--- config.mk ---
export PLATFORM = sky130hd
export DESIGN_NAME = cbr_ctrl
export DESIGN_NICKNAME = d
export VERILOG_FILES = /design/src/cbr_pkg.sv /design/src/cbr_ctrl.sv
export SDC_FILE = /design/constraint.sdc
export NUM_CORES = 1
export LEC_CHECK = 0
export BUFFER_PORTS_ARGS = -buffer_cell sky130_fd_sc_hd__buf_2
export CORE_UTILIZATION = 30
export DETAILED_ROUTE_END_ITERATION = 10
export PLACE_DENSITY = 0.52
export SLEW_MARGIN = 20
export SYNTH_ARGS = -nofsm -noshare
export SYNTH_HDL_FRONTEND = slang
export SYNTH_SLANG_ARGS = --single-unit
--- constraint.sdc ---
create_clock -name i_clk -period 1.6 [get_ports i_clk]
set_input_delay 0.24 -clock i_clk [delete_from_list [all_inputs] [get_ports i_clk]]
set_output_delay 0.24 -clock i_clk [all_outputs]
set_load 0.005 [all_outputs]
--- src/cbr_pkg.sv ---
`default_nettype none

package cbr_pkg;

    // Channel layout of one incoming pixel
    typedef struct packed {
        logic [7:0] in_red;
        logic [7:0] in_green;
        logic [7:0] in_blue;
        logic [7:0] in_alpha;
    } t_in_pix;

    // One blurred pixel with its position
    typedef struct packed {
        logic [7:0]  out_red;
        logic [7:0]  out_green;
        logic [7:0]  out_blue;
        logic [7:0]  out_alpha;
        logic [9:0]  out_col;
        logic [11:0] out_row;
        logic        run_end;
    } t_out_pix;

    localparam int PIX_W      = 32;
    localparam int CHAN_W     = 8;
    localparam int NUM_CHAN   = 4;
    localparam int NUM_TERMS  = 5;
    localparam int CNT_W      = 3;
    localparam int SUM_W      = 11;
    localparam int RECIP_W    = 17;
    localparam int RECIP_SHIFT = 16;
    localparam int OCOL_W     = 10;
    localparam int OROW_W     = 12;
    localparam int CFG_WIDTH_W  = 11;
    localparam int CFG_HEIGHT_W = 12;
    localparam int CFG_DATA_W   = 12;
    localparam int CFG_IDX_W    = 1;

    localparam logic [CFG_WIDTH_W-1:0]  WIDTH_RESET  = 11'd1024;
    localparam logic [CFG_HEIGHT_W-1:0] HEIGHT_RESET = 12'd1;

    // Register indexes on the configuration port
    localparam logic [CFG_IDX_W-1:0] CFG_IMAGE_WIDTH  = 1'b0;
    localparam logic [CFG_IDX_W-1:0] CFG_IMAGE_HEIGHT = 1'b1;

    // Which result of the current pixel is being formed
    typedef enum logic [1:0] {
        SLOT_ABOVE,
        SLOT_LEFT,
        SLOT_SELF
    } t_slot;

    // Controller to datapath
    typedef struct packed {
        logic  capture;
        logic  latch_first;
        logic  latch_second;
        logic  sum;
        logic  divide;
        logic  advance;
        t_slot slot;
        logic  run_end;
    } t_dp_cmd;

    // Datapath to controller: which results the current pixel causes
    typedef struct packed {
        logic en_above;
        logic en_left;
        logic en_self;
    } t_dp_status;

    // Reciprocal of a neighbour count, scaled by 2**RECIP_SHIFT and rounded up;
    // exact for every sum below 2**SUM_W
    function automatic logic [RECIP_W-1:0] recip(input logic [CNT_W-1:0] cnt);
        logic [RECIP_W-1:0] r;
        case (cnt)
            3'd2:    r = 17'd32768;
            3'd3:    r = 17'd21846;
            3'd4:    r = 17'd16384;
            3'd5:    r = 17'd13108;
            default: r = 17'd65536;
        endcase
        return r;
    endfunction

endpackage

`default_nettype wire

--- src/cbr_ctrl.sv ---
`default_nettype none

module cbr_ctrl (
    input  wire logic                i_clk,
    input  wire logic                i_rst_n,
    input  wire logic                i_in_valid,
    input  wire logic                i_cfg_valid,
    input  wire logic                i_out_stall,
    input  wire cbr_pkg::t_dp_status i_status,
    output logic                     o_in_stall,
    output logic                     o_cfg_ready,
    output logic                     o_out_valid,
    output cbr_pkg::t_dp_cmd         o_cmd
);

    import cbr_pkg::*;

    typedef enum logic [2:0] {
        ST_IDLE,
        ST_READ0,
        ST_READ1,
        ST_SUM,
        ST_DIV,
        ST_OUT
    } t_state;

    t_state r_state, n_state;
    t_slot  r_slot, n_slot;

    logic  have_first, have_next;
    t_slot first_slot, next_slot;

    // First result slot of the pixel
    always_comb begin
        have_first = i_status.en_above | i_status.en_left | i_status.en_self;
        if (i_status.en_above) begin
            first_slot = SLOT_ABOVE;
        end else if (i_status.en_left) begin
            first_slot = SLOT_LEFT;
        end else begin
            first_slot = SLOT_SELF;
        end
    end

    // Slot that follows the current one, if any
    always_comb begin
        have_next = 1'b0;
        next_slot = SLOT_SELF;
        case (r_slot)
            SLOT_ABOVE: begin
                have_next = i_status.en_left | i_status.en_self;
                next_slot = i_status.en_left ? SLOT_LEFT : SLOT_SELF;
            end
            SLOT_LEFT: begin
                have_next = i_status.en_self;
                next_slot = SLOT_SELF;
            end
            default: begin
                have_next = 1'b0;
                next_slot = SLOT_SELF;
            end
        endcase
    end

    // Sequence one pixel: two line store reads, then one result at a time
    always_comb begin
        n_state      = r_state;
        n_slot       = r_slot;
        o_cmd        = '0;
        o_cmd.slot   = r_slot;
        o_cmd.run_end = ~have_next;
        case (r_state)
            ST_IDLE: begin
                if (i_in_valid && !i_cfg_valid) begin
                    o_cmd.capture = 1'b1;
                    n_state       = ST_READ0;
                end
            end
            ST_READ0: begin
                o_cmd.latch_first = 1'b1;
                n_state           = ST_READ1;
            end
            ST_READ1: begin
                o_cmd.latch_second = 1'b1;
                if (have_first) begin
                    n_slot  = first_slot;
                    n_state = ST_SUM;
                end else begin
                    o_cmd.advance = 1'b1;
                    n_state       = ST_IDLE;
                end
            end
            ST_SUM: begin
                o_cmd.sum = 1'b1;
                n_state   = ST_DIV;
            end
            ST_DIV: begin
                o_cmd.divide = 1'b1;
                n_state      = ST_OUT;
            end
            ST_OUT: begin
                if (!i_out_stall) begin
                    if (have_next) begin
                        n_slot  = next_slot;
                        n_state = ST_SUM;
                    end else begin
                        o_cmd.advance = 1'b1;
                        n_state       = ST_IDLE;
                    end
                end
            end
            default: begin
                n_state = ST_IDLE;
            end
        endcase
    end

    // Hold state and current slot
    always_ff @(posedge i_clk) begin
        if (!i_rst_n) begin
            r_state <= ST_IDLE;
            r_slot  <= SLOT_ABOVE;
        end else begin
            r_state <= n_state;
            r_slot  <= n_slot;
        end
    end

    assign o_in_stall  = (r_state != ST_IDLE) | i_cfg_valid;
    assign o_cfg_ready = (r_state == ST_IDLE);
    assign o_out_valid = (r_state == ST_OUT);

endmodule

`default_nettype wire

==> impl_metrics.sql <==
INSERT INTO impl_metrics (metric_group, metric, value, unit) VALUES
('clocking', 'maximum_buffer_depth_of_the_clock_tree', '2', ''),
('grt', 'groute.usage.overall', '13.76', '%'),
('placement', 'port-buffer-count', '19', ''),
('grt', 'use_met3', '1.667', '%'),
('synthesis', 'yosysUniqueCellTypes', '31', ''),
('job', 'maxCapViolations', '0', ''),
('grt', 'global_route.usage.met1', '18.52', '%'),
('die', 'core_ar', '0.001318', 'sq mm'),
('grt', 'first_pass_grt_wire_length', '1449', 'um'),
('clocking', 'tritoncts_clock_tree', 'built', ''),
('worst_setup_path', 'worst_path_largest_cell_delay', '0.41', 'ns'),
('synthesis', 'fraction_of_registers_with_async_set_or_reset_after_synthesis', '0', '%'),
('placement', 'post_dp_cell_area', '538.0', 'sq um'),
('drt', 'totalWireLength', '973', 'um'),
('sta', 'finClkSkew', '0.001550', 'ns'),
('placement', 'place_hpwl', '738.8', 'um'),
('synthesis', 'post_synth.cell_area_avg', '8.658', 'sq um'),
('worst_setup_path', 'worst_r2r_startpoint', 'r_state[2]$_SDFFE_PN0P_', ''),
('grt', 'first_global_vias', '337', ''),
('sta', 'timing.final.setup_violations', '0', ''),
('clocking', 'hold_buffer_count_at_cts', '0', ''),
('drt', 'drt-pass1-iter-count', '2', ''),
('die', 'ioPinCount', '20', ''),
('clocking', 'numClockSinks', '5', ''),
('pwr', 'power.total', '484.0', 'uW'),
('worst_setup_path', 'cp_slowest_cell', 'or3b_4', ''),
('cells_and_area', 'final-instance-count-excl-fill', '89', ''),
('worst_setup_path', 'crit_path_cell_chain', 'or3b_4 -> inv_2 -> a32o_1 -> buf_2', ''),
('drt', 'remaining_drc_errors', '0', ''),
('placement', 'globalplace.congestion', '0.7949', ''),
('cells_and_area', 'post_route_cells_drive_above_1_share', '47.30', '%'),
('clocking', 'h-tree-depth', '1', ''),
('sta', 'timing_hold_violations_final', '0', ''),
('clocking', 'clock_tree.root_cell', 'clkbuf_4', ''),
('sta', 'tns', '0', 'ns'),
('cells_and_area', 'antennaDiodeCount', '0', ''),
('worst_setup_path', 'crit_path_end_kind', 'output port', ''),
('die', 'chipWidth', '39.99', 'um'),
('pwr', 'pwr_density_cell', '824.7', 'mW/mm^2'),
('synthesis', 'synth.area.top_cells', 'dfxtp_1 23%, o32ai_4 6.4%, nand2b_1 5.8%', ''),
('drt', 'detail_route.iter0.violations', '3', ''),
('worst_setup_path', 'cp-start-kind', 'register', ''),
('sta', 'maxClockFrequency', '650.4', 'MHz'),
('worst_setup_path', 'ff2ff_path_depth', '4', ''),
('cells_and_area', 'post_layout_utilization_of_the_core', '44.54', '%'),
('outcome', 'outcome', 'finished, final reports clean', ''),
('sta', 'rsz0062_at_grt', 'false', ''),
('worst_setup_path', 'cp_data_required_time', '1.36', 'ns'),
('synthesis', 'synth_top_area_cell', 'dfxtp_1', ''),
('grt', 'grt_util_met2', '19.76', '%'),
('die', 'num_rows', '13', ''),
('worst_setup_path', 'timing_worst_setup_path_type', 'register to output port', ''),
('min_path', 'hold_path_depth', '2', ''),
('synthesis', 'yosys.area.top_type_share', '23.12', '%'),
('clocking', 'clk_pin_slew_worst_paths', '0.04', 'ns'),
('synthesis', 'count_of_state_elements_after_synthesis', '5', ''),
('grt', 'number_of_antenna_violations_at_the_first_check_in_global_routing', '0', ''),
('worst_setup_path', 'worst-path-max-fanout', '11', ''),
('clocking', 'cts_buffers', '3', ''),
('min_path', 'holdPathEnd', 'r_state[2]$_SDFFE_PN0P_', ''),
('synthesis', 'synthesis.nets', '58', ''),
('sta', 'min_period_over_period', '96.10', '%'),
('worst_setup_path', 'reg2reg_setup_slack', '0.25', 'ns'),
('worst_setup_path', 'worst_r2r_endpoint', 'r_slot[1]$_SDFFE_PN0P_', ''),
('die', 'die_height', '39.99', 'um'),
('drt', 'antenna_left', '0', ''),
('die', 'initial_utilization', '32.86', '%'),
('placement', 'place.detailed.instances', '83', ''),
('sta', 'worst_slack_setup_final', '0.06244', 'ns'),
('synthesis', 'mappedNetlistArea', '432.9', 'sq um'),
('clocking', 'clock_insertion_delay_at_the_later_pin_of_the_skew_report', '0.23', 'ns');
## cell families after synthesis
logic type,Yosys count,share of synthesized area (%)
simple gates,25,37.00
compound gates,12,27.17
buf+inv,6,8.092
flops,5,23.12
mux,2,4.624
## repair_timing
item	4_1_cts	5_1_grt
gates resized for setup	2	2
setup buffers	0	2
endpoints found under the setup margin	1	1
hold endpoints to repair	0	0
pin swaps	0	2
## power by group
| part | internal, mW | total [mW] | switching, mW |
|---|---|---|---|
| Sequential | 0.140 | 0.163 | 0.0225 |
| Clock | 0.0938 | 0.138 | 0.0443 |
| Combinational | 0.0972 | 0.183 | 0.0860 |
## layer usage
layer  vias to the layer above  part of all wire [%]
li1                        231                     -
met1                       191                    52
met2                        13                    42
met3                         2                   5.7
met4                         0                  0.62
met5                         -                     0
## state kept, by name (all words and copies together) (netlist names)
name     cells
r_state      3
r_slot       2
## placed cells by master, fill, tap and decap left out, types with 2 or more instances in the layout
cell,instances
buf_4,4
nor2_1,5
a21oi_1,3
dfxtp_1,3
clkbuf_4,3
dfxtp_4,2
nand2_1,4
buf_2,19
nand2b_1,4
mux2i_1,2
o21ai_0,2
inv_2,2
## final cells by class
type / instances / area [sq um]
Inverter: 3 / 11.26
Sequential cell: 5 / 107.6
Tap cell: 15 / 18.77
Fill cell: 135 / 730.7
Clock buffer: 4 / 26.28
Multi-Input combinational cell: 39 / 297.8
Timing Repair Buffer: 23 / 125.1
## how the worst max path moves through the flow
stage	end	startpoint	slack, ns
floorplan	o_cmd[3]	r_state[2]$_SDFFE_PN0P_	0.34
global placement	r_state[0]$_SDFFE_PN0P_	r_state[2]$_SDFFE_PN0P_	0.20
detailed placement	r_state[0]$_SDFFE_PN0P_	r_state[2]$_SDFFE_PN0P_	0.17
CTS	o_cmd[3]	r_state[0]$_SDFFE_PN0P_	0.03
global route	o_cmd[3]	r_state[2]$_SDFFE_PN0P_	0.01
finish	o_cmd[3]	r_state[2]$_SDFFE_PN0P_	0.06
## worst max-delay path, delay by kind of cell, from the launching register on
kind / cells / cell delay, ns
AND/OR/NAND/NOR: 1 / 0.41
flip-flops: 1 / 0.37
buffers and inverters: 2 / 0.17
AO/OA/AOI/OAI: 1 / 0.11
(Power assumes the default switching activity.)
